**config.mk**
```make
export PLATFORM = sky130hd
export DESIGN_NAME = smbus_master_transfer_sequencer
export DESIGN_NICKNAME = d
export VERILOG_FILES = /design/src/design/smt_pkg.sv /design/src/design/smt_buf.sv /design/src/design/smt_ctrl.sv /design/src/design/smt_pipe.sv /design/src/design/smbus_master_transfer_sequencer.sv
export SDC_FILE = /design/constraint.sdc
export NUM_CORES = 2
export LEC_CHECK = 0
export ABC_CLOCK_PERIOD_IN_PS = 6200
export BUFFER_PORTS_ARGS = -buffer_cell sky130_fd_sc_hd__buf_2
export CORE_UTILIZATION = 45
export CTS_BUF_LIST = sky130_fd_sc_hd__clkbuf_4 sky130_fd_sc_hd__clkbuf_8
export DETAILED_ROUTE_END_ITERATION = 16
export SETUP_SLACK_MARGIN = 0.15
export SYNTH_ARGS = -nofsm -noshare
export SYNTH_HDL_FRONTEND = slang
export SYNTH_SLANG_ARGS = --single-unit
```
**constraint.sdc**
```tcl
create_clock -name i_clk -period 6.2 [get_ports i_clk]
set_input_delay 0.93 -clock i_clk [delete_from_list [all_inputs] [get_ports i_clk]]
set_output_delay 0.93 -clock i_clk [all_outputs]
set_load 0.1 [all_outputs]
```
**src/design/smt_pkg.sv**
```systemverilog
// ----------------------------------------------------------------------------
// smt_pkg
// Shared constants, types and index helpers of the transfer sequencer.
// ----------------------------------------------------------------------------
package smt_pkg;

    localparam int BUFFER_DEPTH = 128;
    localparam int ADDR_W       = (BUFFER_DEPTH > 1) ? $clog2(BUFFER_DEPTH) : 1;

    localparam logic [7:0] SLAVE_ID     = 8'h20;
    localparam logic [7:0] PRESENCE_LOC = 8'hAB;
    localparam logic [7:0] DIR_MASK     = 8'hFE;

    // operations
    localparam logic [2:0] OP_TX_WRITE = 3'd0;
    localparam logic [2:0] OP_RX_READ  = 3'd1;
    localparam logic [2:0] OP_BEGIN    = 3'd2;
    localparam logic [2:0] OP_EVENT    = 3'd3;
    localparam logic [2:0] OP_TIMEOUT  = 3'd4;

    // bus engine status codes
    localparam logic [4:0] ST_START      = 5'd1;
    localparam logic [4:0] ST_RSTART     = 5'd2;
    localparam logic [4:0] ST_ADDR_ACK   = 5'd3;
    localparam logic [4:0] ST_ADDR_NACK  = 5'd4;
    localparam logic [4:0] ST_DATA_ACK   = 5'd5;
    localparam logic [4:0] ST_DATA_NACK  = 5'd6;
    localparam logic [4:0] ST_RADDR_ACK  = 5'd8;
    localparam logic [4:0] ST_RADDR_NACK = 5'd9;
    localparam logic [4:0] ST_RDATA_ACK  = 5'd10;
    localparam logic [4:0] ST_RDATA_NACK = 5'd11;

    // configuration register indexes
    localparam logic [2:0] CFG_TARGET   = 3'd0;
    localparam logic [2:0] CFG_LOCATION = 3'd1;
    localparam logic [2:0] CFG_COUNT    = 3'd2;
    localparam logic [2:0] CFG_READ     = 3'd3;
    localparam logic [2:0] CFG_RETRY    = 3'd4;

    typedef logic [ADDR_W-1:0] t_addr;
    typedef t_addr t_wrap_tbl [256];

    typedef struct packed {
        logic       tx_we;
        t_addr      tx_waddr;
        logic [7:0] tx_wdata;
        t_addr      tx_raddr;
        logic       rx_we;
        t_addr      rx_waddr;
        logic [7:0] rx_wdata;
        t_addr      rx_raddr;
    } t_mem_req;

    typedef struct packed {
        logic [7:0] tx_byte;
        logic       tx_byte_valid;
        logic       tx_from_mem;
        logic       rd_from_mem;
        logic       start_request;
        logic       stop_request;
        logic       ack_enable;
        logic       bus_busy;
        logic       write_done;
        logic       read_done;
        logic       no_response;
        logic       engine_reset;
    } t_result;

    function automatic t_wrap_tbl build_wrap();
        t_wrap_tbl tbl;
        for (int i = 0; i < 256; i++) begin
            tbl[i] = ADDR_W'(i % BUFFER_DEPTH);
        end
        return tbl;
    endfunction

    // byte value modulo the buffer depth
    localparam t_wrap_tbl WRAP_TBL = build_wrap();

    // sum of two reduced indexes, wrapped once
    function automatic t_addr wrap_add(t_addr a, t_addr b);
        logic [ADDR_W:0] s;
        s = {1'b0, a} + {1'b0, b};
        if (s >= (ADDR_W+1)'(BUFFER_DEPTH)) begin
            s = s - (ADDR_W+1)'(BUFFER_DEPTH);
        end
        return s[ADDR_W-1:0];
    endfunction

endpackage

```
**src/design/smt_buf.sv**
```systemverilog
// ----------------------------------------------------------------------------
// smt_buf
// Transmit and receive byte stores, one write and one registered read each.
// ----------------------------------------------------------------------------
module smt_buf
    import smt_pkg::*;
(
    input  logic       i_clk,
    input  logic       i_rd_en,
    input  t_mem_req   i_req,
    output logic [7:0] o_tx_q,
    output logic [7:0] o_rx_q
);

    logic [7:0] r_tx_mem [BUFFER_DEPTH];
    logic [7:0] r_rx_mem [BUFFER_DEPTH];
    logic [7:0] r_tx_q;
    logic [7:0] r_rx_q;

    always_ff @(posedge i_clk) begin
        if (i_req.tx_we) begin
            r_tx_mem[i_req.tx_waddr] <= i_req.tx_wdata;
        end
        if (i_rd_en) begin
            r_tx_q <= r_tx_mem[i_req.tx_raddr];
        end
    end

    always_ff @(posedge i_clk) begin
        if (i_req.rx_we) begin
            r_rx_mem[i_req.rx_waddr] <= i_req.rx_wdata;
        end
        if (i_rd_en) begin
            r_rx_q <= r_rx_mem[i_req.rx_raddr];
        end
    end

    assign o_tx_q = r_tx_q;
    assign o_rx_q = r_rx_q;

endmodule

```
**src/design/smt_ctrl.sv**
```systemverilog
// ----------------------------------------------------------------------------
// smt_ctrl
// Configuration registers, transfer flags and counters; decodes each word
// into store accesses and the flag part of its result.
// ----------------------------------------------------------------------------
module smt_ctrl
    import smt_pkg::*;
(
    input  logic       i_clk,
    input  logic       i_rst_n,
    input  logic       i_cfg_we,
    input  logic [2:0] i_cfg_index,
    input  logic [7:0] i_cfg_data,
    input  logic       i_accept,
    input  logic [2:0] i_operation,
    input  logic [6:0] i_buf_index,
    input  logic [7:0] i_buf_data,
    input  logic [4:0] i_status_code,
    input  logic [7:0] i_rx_byte,
    output t_mem_req   o_req,
    output t_result    o_res
);

    logic [7:0] r_target, r_loc, r_count, r_retry_lim;
    logic       r_read_mode;
    logic [7:0] r_sent, n_sent;
    logic [7:0] r_recv, n_recv;
    logic [7:0] r_nacks, n_nacks;
    logic       r_busy, n_busy;
    logic       r_start, n_start;
    logic       r_ack, n_ack;
    logic [1:0] r_done, n_done;
    logic       r_silent, n_silent;

    logic       w_mine;
    logic       w_fail;
    t_addr      w_loc_w;
    t_mem_req   w_req;
    t_result    w_res;

    assign w_mine  = (r_target == SLAVE_ID);
    assign w_loc_w = WRAP_TBL[r_loc];

    always_comb begin
        n_sent   = r_sent;
        n_recv   = r_recv;
        n_nacks  = r_nacks;
        n_busy   = r_busy;
        n_start  = r_start;
        n_ack    = r_ack;
        n_done   = r_done;
        n_silent = r_silent;
        w_fail   = 1'b0;
        w_res    = '0;

        w_req.tx_we    = 1'b0;
        w_req.tx_waddr = WRAP_TBL[{1'b0, i_buf_index}];
        w_req.tx_wdata = i_buf_data;
        w_req.tx_raddr = wrap_add(w_loc_w, WRAP_TBL[r_sent]);
        w_req.rx_we    = 1'b0;
        w_req.rx_waddr = wrap_add(w_loc_w, WRAP_TBL[r_recv]);
        w_req.rx_wdata = i_rx_byte;
        w_req.rx_raddr = WRAP_TBL[{1'b0, i_buf_index}];

        unique case (i_operation)
            OP_TX_WRITE: w_req.tx_we = 1'b1;
            OP_RX_READ:  w_res.rd_from_mem = 1'b1;
            OP_BEGIN: begin
                n_busy  = 1'b1;
                n_start = 1'b1;
            end
            OP_TIMEOUT: w_fail = 1'b1;
            OP_EVENT: begin
                unique case (i_status_code)
                    ST_START, ST_RSTART: begin
                        w_res.tx_byte       = (r_target & DIR_MASK) | {7'd0, r_read_mode};
                        w_res.tx_byte_valid = 1'b1;
                        n_start             = 1'b0;
                        n_sent              = '0;
                        n_recv              = '0;
                    end
                    ST_ADDR_ACK: begin
                        if (w_mine) begin
                            if (r_loc == PRESENCE_LOC) begin
                                w_res.stop_request = 1'b1;
                                n_busy             = 1'b0;
                            end else begin
                                w_res.tx_byte       = r_loc;
                                w_res.tx_byte_valid = 1'b1;
                                n_done[0]           = 1'b0;
                            end
                            n_silent = 1'b0;
                        end
                    end
                    ST_ADDR_NACK, ST_DATA_NACK, ST_RADDR_NACK: begin
                        if (w_mine) begin
                            if (r_nacks < r_retry_lim) begin
                                n_nacks = r_nacks + 8'd1;
                                n_start = 1'b1;
                            end else begin
                                n_silent = 1'b1;
                                n_nacks  = '0;
                                w_fail   = 1'b1;
                            end
                        end
                    end
                    ST_DATA_ACK: begin
                        if (w_mine) begin
                            if (r_sent < r_count) begin
                                w_res.tx_from_mem   = 1'b1;
                                w_res.tx_byte_valid = 1'b1;
                                n_sent              = r_sent + 8'd1;
                            end else begin
                                w_res.stop_request = 1'b1;
                                n_busy             = 1'b0;
                                n_done[0]          = 1'b1;
                            end
                        end
                    end
                    ST_RADDR_ACK: n_ack = (r_count != 8'd1);
                    ST_RDATA_ACK: begin
                        if (w_mine) begin
                            if (r_recv < r_count) begin
                                w_req.rx_we = 1'b1;
                                n_ack       = 1'b1;
                                n_recv      = r_recv + 8'd1;
                                n_done[1]   = 1'b0;
                            end else begin
                                n_ack     = 1'b0;
                                n_done[1] = 1'b1;
                            end
                        end
                    end
                    ST_RDATA_NACK: begin
                        if (w_mine) begin
                            w_req.rx_we        = 1'b1;
                            w_res.stop_request = 1'b1;
                            n_busy             = 1'b0;
                            n_ack              = 1'b1;
                            n_done[1]          = 1'b1;
                        end
                    end
                    // no status, arbitration lost and unknown codes
                    default: w_fail = 1'b1;
                endcase
            end
            default: ;
        endcase

        if (w_fail) begin
            w_res.engine_reset = 1'b1;
            w_res.stop_request = 1'b0;
            n_start            = 1'b0;
            n_ack              = 1'b0;
            n_busy             = 1'b0;
            n_done             = 2'b11;
        end

        w_res.start_request = n_start;
        w_res.ack_enable    = n_ack;
        w_res.bus_busy      = n_busy;
        w_res.write_done    = n_done[0];
        w_res.read_done     = n_done[1];
        w_res.no_response   = n_silent;

        w_req.tx_we = w_req.tx_we & i_accept;
        w_req.rx_we = w_req.rx_we & i_accept;
    end

    always_ff @(posedge i_clk) begin
        if (!i_rst_n) begin
            r_target    <= 8'h20;
            r_loc       <= '0;
            r_count     <= '0;
            r_read_mode <= 1'b0;
            r_retry_lim <= 8'd3;
            r_sent      <= '0;
            r_recv      <= '0;
            r_nacks     <= '0;
            r_busy      <= 1'b0;
            r_start     <= 1'b0;
            r_ack       <= 1'b1;
            r_done      <= '0;
            r_silent    <= 1'b0;
        end else begin
            if (i_cfg_we) begin
                unique case (i_cfg_index)
                    CFG_TARGET:   r_target    <= i_cfg_data;
                    CFG_LOCATION: r_loc       <= i_cfg_data;
                    CFG_COUNT:    r_count     <= i_cfg_data;
                    CFG_READ:     r_read_mode <= i_cfg_data[0];
                    CFG_RETRY:    r_retry_lim <= i_cfg_data;
                    default: ;
                endcase
            end
            if (i_accept) begin
                r_sent   <= n_sent;
                r_recv   <= n_recv;
                r_nacks  <= n_nacks;
                r_busy   <= n_busy;
                r_start  <= n_start;
                r_ack    <= n_ack;
                r_done   <= n_done;
                r_silent <= n_silent;
            end
        end
    end

    assign o_req = w_req;
    assign o_res = w_res;

    a_fail_releases_bus: assert property (@(posedge i_clk) disable iff (!i_rst_n)
        i_accept && w_res.engine_reset |->
            !w_res.bus_busy && w_res.write_done && w_res.read_done && !w_res.start_request)
        else $error("engine reset without releasing the bus");

    a_rx_write_owned: assert property (@(posedge i_clk) disable iff (!i_rst_n)
        w_req.rx_we |-> i_accept && w_mine && (i_operation == OP_EVENT))
        else $error("receive store written outside a data event");

    a_sent_bounded: assert property (@(posedge i_clk) disable iff (!i_rst_n)
        i_accept && (n_sent != r_sent) |-> (n_sent == r_sent + 8'd1) || (n_sent == 8'd0))
        else $error("sent counter moved by more than one");

endmodule

```
**src/design/smt_pipe.sv**
```systemverilog
// ----------------------------------------------------------------------------
// smt_pipe
// Store-read stage and output register; merges store data into the result.
// ----------------------------------------------------------------------------
module smt_pipe
    import smt_pkg::*;
(
    input  logic       i_clk,
    input  logic       i_rst_n,
    input  logic       i_accept,
    input  t_result    i_res,
    input  logic [7:0] i_tx_q,
    input  logic [7:0] i_rx_q,
    input  logic       i_out_stall,
    output logic       o_in_stall,
    output logic       o_out_valid,
    output t_result    o_res,
    output logic [7:0] o_read_data
);

    logic       r_s1_valid;
    t_result    r_s1_res;
    t_result    w_s1_res;
    logic       r_out_valid;
    t_result    r_out_res;
    logic [7:0] r_out_rdata;
    logic       w_move;

    // read stage advances whenever the output register is free or draining
    assign w_move     = r_s1_valid && (!r_out_valid || !i_out_stall);
    assign o_in_stall = r_s1_valid && !w_move;

    // transmit byte comes from the store for a data ack
    always_comb begin
        w_s1_res = r_s1_res;
        if (r_s1_res.tx_from_mem) begin
            w_s1_res.tx_byte = i_tx_q;
        end
    end

    always_ff @(posedge i_clk) begin
        if (!i_rst_n) begin
            r_s1_valid  <= 1'b0;
            r_out_valid <= 1'b0;
        end else begin
            if (i_accept) begin
                r_s1_valid <= 1'b1;
            end else if (w_move) begin
                r_s1_valid <= 1'b0;
            end
            if (w_move) begin
                r_out_valid <= 1'b1;
            end else if (!i_out_stall) begin
                r_out_valid <= 1'b0;
            end
        end
    end

    always_ff @(posedge i_clk) begin
        if (i_accept) begin
            r_s1_res <= i_res;
        end
        if (w_move) begin
            r_out_res   <= w_s1_res;
            r_out_rdata <= r_s1_res.rd_from_mem ? i_rx_q : 8'd0;
        end
    end

    assign o_out_valid = r_out_valid;
    assign o_res       = r_out_res;
    assign o_read_data = r_out_rdata;

    a_accept_fills: assert property (@(posedge i_clk) disable iff (!i_rst_n)
        i_accept |=> r_s1_valid)
        else $error("accepted word lost before the read stage");

    a_move_fills: assert property (@(posedge i_clk) disable iff (!i_rst_n)
        w_move |=> r_out_valid)
        else $error("word lost between read stage and output");

    a_no_overrun: assert property (@(posedge i_clk) disable iff (!i_rst_n)
        r_s1_valid && !w_move |-> !i_accept)
        else $error("word accepted over a held read stage");

endmodule

```
**src/design/smbus_master_transfer_sequencer.sv**
```systemverilog
// ----------------------------------------------------------------------------
// smbus_master_transfer_sequencer
// Sequences one SMBus/I2C master transfer from byte-engine status events.
// ----------------------------------------------------------------------------
// Every input word gives exactly one result word, which passes two registers
// after it is accepted: the synchronous read of the transmit or receive store
// and the output register. A new word may be accepted every cycle while the
// read stage can drain, and one more is taken while a finished result waits
// on a stalled output. Flags and counters update at the accept edge, so the
// store read of the next word already sees them. The stores come up
// undefined; there is no clearing pass after reset.
module smbus_master_transfer_sequencer
    import smt_pkg::*;
(
    input  logic       i_clk,
    input  logic       i_rst_n,
    input  logic       i_cfg_we,
    input  logic [2:0] i_cfg_index,
    input  logic [7:0] i_cfg_data,
    input  logic       i_in_valid,
    output logic       o_in_stall,
    input  logic [2:0] i_operation,
    input  logic [6:0] i_buf_index,
    input  logic [7:0] i_buf_data,
    input  logic [4:0] i_status_code,
    input  logic [7:0] i_rx_byte,
    output logic       o_out_valid,
    input  logic       i_out_stall,
    output logic [7:0] o_tx_byte,
    output logic       o_tx_byte_valid,
    output logic       o_start_request,
    output logic       o_stop_request,
    output logic       o_ack_enable,
    output logic       o_bus_busy,
    output logic       o_write_done,
    output logic       o_read_done,
    output logic       o_no_response,
    output logic       o_engine_reset,
    output logic [7:0] o_read_data
);

    logic       w_accept;
    t_mem_req   w_req;
    t_result    w_res;
    t_result    w_out_res;
    logic [7:0] w_tx_q;
    logic [7:0] w_rx_q;

    assign w_accept = i_in_valid && !o_in_stall;

    smt_ctrl u_ctrl (
        .i_clk         (i_clk),
        .i_rst_n       (i_rst_n),
        .i_cfg_we      (i_cfg_we),
        .i_cfg_index   (i_cfg_index),
        .i_cfg_data    (i_cfg_data),
        .i_accept      (w_accept),
        .i_operation   (i_operation),
        .i_buf_index   (i_buf_index),
        .i_buf_data    (i_buf_data),
        .i_status_code (i_status_code),
        .i_rx_byte     (i_rx_byte),
        .o_req         (w_req),
        .o_res         (w_res)
    );

    smt_buf u_buf (
        .i_clk   (i_clk),
        .i_rd_en (w_accept),
        .i_req   (w_req),
        .o_tx_q  (w_tx_q),
        .o_rx_q  (w_rx_q)
    );

    smt_pipe u_pipe (
        .i_clk       (i_clk),
        .i_rst_n     (i_rst_n),
        .i_accept    (w_accept),
        .i_res       (w_res),
        .i_tx_q      (w_tx_q),
        .i_rx_q      (w_rx_q),
        .i_out_stall (i_out_stall),
        .o_in_stall  (o_in_stall),
        .o_out_valid (o_out_valid),
        .o_res       (w_out_res),
        .o_read_data (o_read_data)
    );

    assign o_tx_byte       = w_out_res.tx_byte;
    assign o_tx_byte_valid = w_out_res.tx_byte_valid;
    assign o_start_request = w_out_res.start_request;
    assign o_stop_request  = w_out_res.stop_request;
    assign o_ack_enable    = w_out_res.ack_enable;
    assign o_bus_busy      = w_out_res.bus_busy;
    assign o_write_done    = w_out_res.write_done;
    assign o_read_done     = w_out_res.read_done;
    assign o_no_response   = w_out_res.no_response;
    assign o_engine_reset  = w_out_res.engine_reset;

endmodule

```
### Word-level counts from Yosys, hierarchy flattened

Memories as Yosys holds them, arrays and structs flattened. A register that Yosys moved wholly into a read port is not among the register bits.
Index checks and enable logic that the tools add are counted.

| word-level totals | value |
|---|---|
| memory bits (writable) | 2,048 |
| bits in registers | 109 |
| memories kept | 6 |
| bits of input ports | 47 |
| memory bits (read-only) | 7,168 |

Memory list:

| name | depth | bits a word | read ports | clocked after memory_dff | write ports | line | RTL |
|---|---|---|---|---|---|---|---|
| (no name shown) | 256 | 7 | 1 | 0 | 0 | smt_ctrl.sv:42 | `assign w_loc_w = WRAP_TBL[r_loc];` |
| (no name shown) | 256 | 7 | 1 | 0 | 0 | smt_ctrl.sv:57 | `w_req.tx_waddr = WRAP_TBL[{1'b0, i_buf_index}];` |
| (no name shown) | 256 | 7 | 1 | 0 | 0 | smt_ctrl.sv:59 | `w_req.tx_raddr = wrap_add(w_loc_w, WRAP_TBL[r_sent]);` |
| (no name shown) | 256 | 7 | 1 | 0 | 0 | smt_ctrl.sv:61 | `w_req.rx_waddr = wrap_add(w_loc_w, WRAP_TBL[r_recv]);` |
| u_buf.r_rx_mem | 128 | 8 | 1 | 1 | 1 | smt_buf.sv:16 | `logic [7:0] r_rx_mem [BUFFER_DEPTH];` |
| u_buf.r_tx_mem | 128 | 8 | 1 | 1 | 1 | smt_buf.sv:15 | `logic [7:0] r_tx_mem [BUFFER_DEPTH];` |

| operators by class | value |
|---|---|
| add/sub/neg operators | 7 |
| muxes and demuxes | 83 |
| reductions and logical operators | 26 |
| order comparisons | 9 |
| bitwise operators | 8 |
| equality and inequality tests | 26 |

Operator list:

| cell | number |
|---|---|
| $mux 7 | 10 |
| $mux 8 | 6 |
| $pmux 8 s2 | 3 |
| $mux 1 | 45 |
| $ge 9x9->1 const B | 4 |
| $not 8->9 | 3 |
| $add 8x1->8 const B | 3 |
| $lt 8x8->1 | 3 |
| $eq 5x4->1 const B | 4 |
| $mux 9 | 2 |
| $pmux 1 s2 | 9 |
| $add 7x7->8 | 2 |
| $ge 8x8->1 const B | 2 |
| $eq 5x3->1 const B | 3 |
| $sub 7x1->7 const B | 2 |
| $eq 3x2->1 const B | 4 |
| $pmux 1 s3 | 4 |
| $eq 5x2->1 const B | 2 |
| $ne 2x1->1 const B | 5 |
| $reduce_and 2->1 | 5 |
| $reduce_and 5->1 | 2 |
| $not 7->9 | 1 |
| $eq 8x6->1 const B | 1 |
| $eq 8x8->1 const B | 1 |
| other kinds (18) | 33 |

### Logic depth before layout (Yosys ltp)

| depth | value |
|---|---|
| depth after elaboration | 10 |
| gate-level depth with buffers | 12 |
| depth with buffers taken out | 10 |

### Cells and area by module

A second synthesis with hierarchy kept.

| second synthesis, totals | value |
|---|---|
| cells, all modules | 3,888 |
| area, all modules | 85,599.6 um2 |

Modules (own cells, without submodules):

| module | area each (um2) | times used | cells each |
|---|---|---|---|
| smt_buf | 79,465.0 | 1 | 3,264 |
| smt_ctrl | 4,485.6 | 1 | 553 |
| smt_pipe | 1,635.3 | 1 | 70 |
| smbus_master_transfer_sequencer | 13.8 | 1 | 1 |

### Worst setup path before layout

No wires, ideal clock.

| timing path | value |
|---|---|
| kind | register to register |
| start | register u_pipe.r_out_valid, in the netlist u_pipe.o_out_valid |
| end | memory u_buf.r_rx_mem[127][0], enable pin |
| path slack | 2,288 ps |
| library setup time | 285 ps |
| stages on the path, launching flop included | 10 |
| clock period less this slack | 3,912 ps |
| buffers on the path | 2 |
| required time | 5,915 ps |
| arrival time | 3,627 ps |
| path through | dfxtp_1 -> nand3_1 -> nand2_1 -> clkinv_1 -> nand2_1 -> clkbuf_1 -> a211oi_2 -> nand3_1 -> clkbuf_1 -> nor2_1 |

| between the ends | value |
|---|---|
| word-level cells in the longest chain between the ends | 10 |

Ends and longest elaborated chain:

| element | line | RTL |
|---|---|---|
| start: declaration | smt_pipe.sv:24 | `logic r_out_valid;` |
| start signal: assignment | smt_pipe.sv:44 | `r_out_valid <= 1'b0;` |
| start signal: assignment | smt_pipe.sv:52 | `r_out_valid <= 1'b1;` |
| start signal: assignment | smt_pipe.sv:54 | `r_out_valid <= 1'b0;` |
| $logic_not 1->1 | smt_pipe.sv:30 | `assign w_move = r_s1_valid && (!r_out_valid \|\| !i_out_stall);` |
| $logic_or 1x1->1 | smt_pipe.sv:30 |  |
| $logic_and 1x1->1 | smt_pipe.sv:30 |  |
| $logic_not 1->1 | smt_pipe.sv:31 | `assign o_in_stall = r_s1_valid && !w_move;` |
| $logic_and 1x1->1 | smt_pipe.sv:31 |  |
| $logic_not 1->1 | smbus_master_transfer_sequencer.sv:49 | `assign w_accept = i_in_valid && !o_in_stall;` |
| $logic_and 1x1->1 | smbus_master_transfer_sequencer.sv:49 |  |
| named net u_buf.i_rd_en | smt_buf.sv:9 | `input logic i_rd_en,` |
| $and 1x1->1 | smt_ctrl.sv:167 | `w_req.rx_we = w_req.rx_we & i_accept;` |
| $mux 1 | smt_buf.sv:30 | `if (i_req.rx_we) begin` |
| $mux 1 (not written as such) | smt_buf.sv:31 | `r_rx_mem[i_req.rx_waddr] <= i_req.rx_wdata;` |
| end: declaration | smt_buf.sv:16 |  |

The timed path passes the listed nets, and every way through them passes these cells.

### Final worst setup path

| timing path | value |
|---|---|
| start | register u_ctrl.r_loc[0] |
| end | memory u_buf.r_rx_mem[26][6], enable pin |

| between the ends | value |
|---|---|
| word-level cells in the longest chain between the ends | 7 |
| elaborated cells between the ends (all ways) | 8 |
| classes of those cells | add/sub: 2; order compare: 1; mux: 3; bitwise: 1; memory: 1 |

Ends and longest elaborated chain:

| element | line | RTL |
|---|---|---|
| start: declaration | smt_ctrl.sv:24 | `logic [7:0] r_target, r_loc, r_count, r_retry_lim;` |
| start signal: assignment | smt_ctrl.sv:189 | `CFG_LOCATION: r_loc <= i_cfg_data;` |
| $not 8->9 (not written as such) (*) | smt_ctrl.sv:42 |  |
| $mem_v2 256x7 (*) | n/a |  |
| $mux 7 (not written as such) (*) (2 in series) | smt_ctrl.sv:42 |  |
| $add 7x7->8 (*) | smt_pkg.sv:83 | `s = {1'b0, a} + {1'b0, b};` |
| $sub 7x1->7 or $ge 8x8->1 (tied branches) | smt_pkg.sv:85, smt_pkg.sv:84 |  |
| $mux 7 (*) | smt_pkg.sv:84 | `if (s >= (ADDR_W+1)'(BUFFER_DEPTH)) begin` |

Mark *: on every way between the ends. The rest lies on a longest branch, timed or not. The select of a mux whose other input is x is not followed.

==> results.py <==
metrics = {
    "placed_design": {
        "finalWeightedCongestion": 0.9226,
        "dp.cells": 6912,
        "placement.io_buffers": 73,
        "place_hpwl_um": 140500,
        "placed_area_um2": 88840,
    },
    "drt": {
        "vias": 45580,
        "drt-initial-drc-count": 5465,
        "routed-wl-met2_um": 110500,
        "wirelength_um": 231900,
        "wire_per_inst_um": 30.78,
        "ant_nets": 0,
        "dr.pass1.iters": 14,
        "highest_layer": "met5",
        "met1_length_um": 91270,
        "routed-wl-met3_um": 20200,
        "drcViolationCount": 4,
        "viasPerCell": 6.049,
    },
    "outcome": {
        "violations": "DRC",
        "status": "complete, but fails checks",
    },
    "timing": {
        "finalHoldViolations": 0,
        "holdWs_ns": 0.1005,
        "tns_ns": 0,
        "min_period_over_period": 0.7650,
        "setup_viol": 0,
        "worst_pin_slew_ns": 1.398,
        "period_needed_ns": 4.743,
        "relSlewSlack": 0.06456,
        "fin_skew_ns": 0.07287,
        "slew_viol_final": 0,
        "rsz0062_at_grt": "no",
        "fmax_mhz": 210.8,
    },
    "layout": {
        "syn_to_final_growth_pct": 11.76,
        "final_area_um2": 95510,
        "final_net_count": 4866,
        "fin_cells": 7535,
        "drive_gt1_frac": 0.2388,
    },
    "worst_setup_path": {
        "crit_fanout": 8,
        "rr_endpoint": "u_buf.r_rx_mem[26][6]",
        "reg2reg_depth": 10,
        "critPathCapture": "u_buf.r_rx_mem[26][6]",
        "reg2reg_slack_ns": 1.46,
        "cp.arrival_ns": 5.38,
        "r2r_start": "u_ctrl.r_loc[0]",
        "worstSetupEndpointType": "flop",
        "cp-start-kind": "flop",
        "crit_path_start": "u_ctrl.r_loc[0]",
        "required_ns": 6.84,
        "path_class": "flop to flop",
    },
    "synthesis": {
        "yosys_warnings": 0,
        "ys_ff_latch": 2173,
        "synth-edff-count": 2108,
        "syn-num-nets": 4586,
        "async_flop_share": 0,
        "yosysSeqAreaShare": 0.7560,
        "ys_types": 73,
        "netlist_area_um2": 85450,
        "netlist_instances": 4501,
        "ys.flop_type": "edfxtp_1",
        "syn_avg_cell_area_um2": 18.99,
    },
    "clocking": {
        "clkLatencyLatePin_ns": 1.07,
        "cts_tree": "done",
        "clockBufferDepth": 4,
        "numCtsBuffers": 362,
        "clk_pin_slew_ns": 0.06,
        "cts-root-buf": "clkbuf_8",
        "cts_setup_buffers": 0,
        "htreeDepth": 5,
        "cts_resized": 0,
        "clock_sink_count": 2173,
        "hold_buffers": 0,
    },
    "floorplanning": {
        "rows": 159,
        "start_util": 0.4541,
        "die_w_um": 437.8,
        "dieArea_um2": 191600,
        "die_h_um": 437.8,
        "io_pins": 74,
        "coreArea_um2": 188200,
    },
    "global_route": {
        "grt_usage": 0.2410,
        "grt_pass1_wl_um": 331900,
        "grt_max_degree": 120,
        "antenna_found_initial": 8,
        "grt_pass1_vias": 46106,
        "gr-total-overflow": 0,
    },
    "power": {
        "p_leak_uw": 0.02976,
        "power_per_cell_area_nw_per_um2": 308.6,
        "vdd_drop_max_v": 0.0002414,
    },
    "worst_hold_path": {
        "hold_path.class": "input port to flop",
    },
    "run": {
        "maxCapViolations": 0,
    },
}
## critical path: stages (launching register included)
cell,delay [ns]
dfxtp_1,0.40
ha_1,0.26
fa_1,0.43
a21o_1,0.19
a21oi_1,0.29
o21bai_1,0.10
a21oi_1,0.25
xor2_1,0.13
nor2_1,1.01
nand2_1,0.57
nor2_1,0.71
## report_power, final
| group | internal, uW | switching (uW) |
|---|---|---|
| Clock | 6380 | 5580 |
| Sequential | 16100 | 30.0 |
| Combinational | 370 | 970 |
## cells by family after synthesis
logic type               synth area share
adder cells (fa/ha/maj)          0.005740
AND/OR/NAND/NOR                   0.03596
multiplexers                       0.1338
XOR/XNOR                         0.003968
AO/OA/AOI/OAI                     0.04965
buffers and inverters             0.01495
flip-flops                         0.7560
## flip-flops by register name, summed over array words and instances, names as in the netlist
signal / flops
u_ctrl.r_done: 2
u_pipe.o_res: 17
u_buf.o_tx_q: 8
u_pipe.r_s1_valid: 1
u_ctrl.r_busy: 1
u_pipe.o_read_data: 8
u_ctrl.r_ack: 1
u_ctrl.r_silent: 1
u_pipe.o_out_valid: 1
u_buf.r_tx_mem: 1024
u_ctrl.r_retry_lim: 8
u_ctrl.r_nacks: 8
u_ctrl.r_recv: 8
u_pipe.r_s1_res: 19
u_buf.o_rx_q: 8
u_ctrl.r_count: 8
u_ctrl.r_sent: 8
u_ctrl.r_start: 1
u_ctrl.r_read_mode: 1
u_ctrl.r_target: 8
u_ctrl.r_loc: 8
u_buf.r_rx_mem: 1024
## Yosys cell counts, drive strengths merged (3+ instances only)
cell type,n,area [um^2]
inv,28,105.1
o22a,9,78.83
nor4,6,43.79
and2,17,106.4
mux2i,180,1802
o211ai,12,95.09
o21a,5,37.54
a22o,48,420.4
xnor2,27,251.5
o21ai,58,290.3
a211oi,27,212.7
nand3,35,175.2
o221ai,12,105.1
clkbuf,132,496.7
o21bai,6,45.04
nand2,156,585.6
nor3,10,66.32
a31oi,4,25.02
nand4,12,75.07
and3,4,25.02
nor3b,3,22.52
a21o,12,90.09
a22oi,67,503.0
nor2b,15,93.84
a221oi,112,980.9
o22ai,71,444.2
nand2b,12,75.07
dfxtp,65,1301
edfxtp,2108,63300
a2111oi,5,43.79
ha,36,450.4
a311oi,7,61.31
nor2,439,1648
mux4,399,8986
nor4b,3,32.53
or2,8,50.05
xor2,10,87.58
a32oi,3,26.28
buf,123,668.1
mux2,57,641.9
a21oi,134,670.6
## through the flow
step                      setup WS, ns  power (uW)    util
after floorplan                  2.288       17140       -
after detailed placement         1.634       17810  0.4720
after CTS                        1.601       29640  0.5074
final                            1.457       29470  0.5075
after global routing             1.314       30320  0.5074
after global placement           1.612       17800  0.4720
## worst min-delay path by stage
stage,from,end,slack [ns],depth (start not counted)
floorplan,u_pipe.r_s1_res[0],u_pipe.o_res[0],0.40,0
global placement,u_pipe.r_s1_res[4],u_pipe.o_res[4],0.40,0
detailed placement,u_pipe.r_s1_res[0],u_pipe.o_res[0],0.40,0
CTS,i_in_valid,u_pipe.r_s1_valid,0.002,2
global route,i_in_valid,u_pipe.r_s1_valid,0.06,2
finish,i_in_valid,u_pipe.r_s1_valid,0.10,2
## layer usage
metal | GRT usage | up-vias
met5 | 0 | -
met4 | 0.09988 | 6
met3 | 0.05342 | 570
met2 | 0.3819 | 2422
met1 | 0.3236 | 23603
li1 | - | 18979
## cell usage in the layout (no fill, tap or decap), drive strengths merged, types with 35 or more instances in the layout
cell type,count
edfxtp,2108
nand2,156
mux2,57
o22ai,71
nor2,439
ha,36
mux2i,180
dfxtp,65
o21ai,58
nand3,35
a221oi,112
clkinv,123
buf,171
a22oi,67
a22o,48
mux4,399
clkbuf,480
a21oi,134
## area by class of cell
type                       count  area, um^2
tap                         2495        3122
inverter                      30       112.6
sequential                  2173       64600
fill                       15327       92690
clock inverter               137       737.0
antenna                        6       15.01
multi-input combinational   2043       19730
timing repair buffer         171        1271
clock buffer                 480        5918
Power figures use the tool's default switching activity.
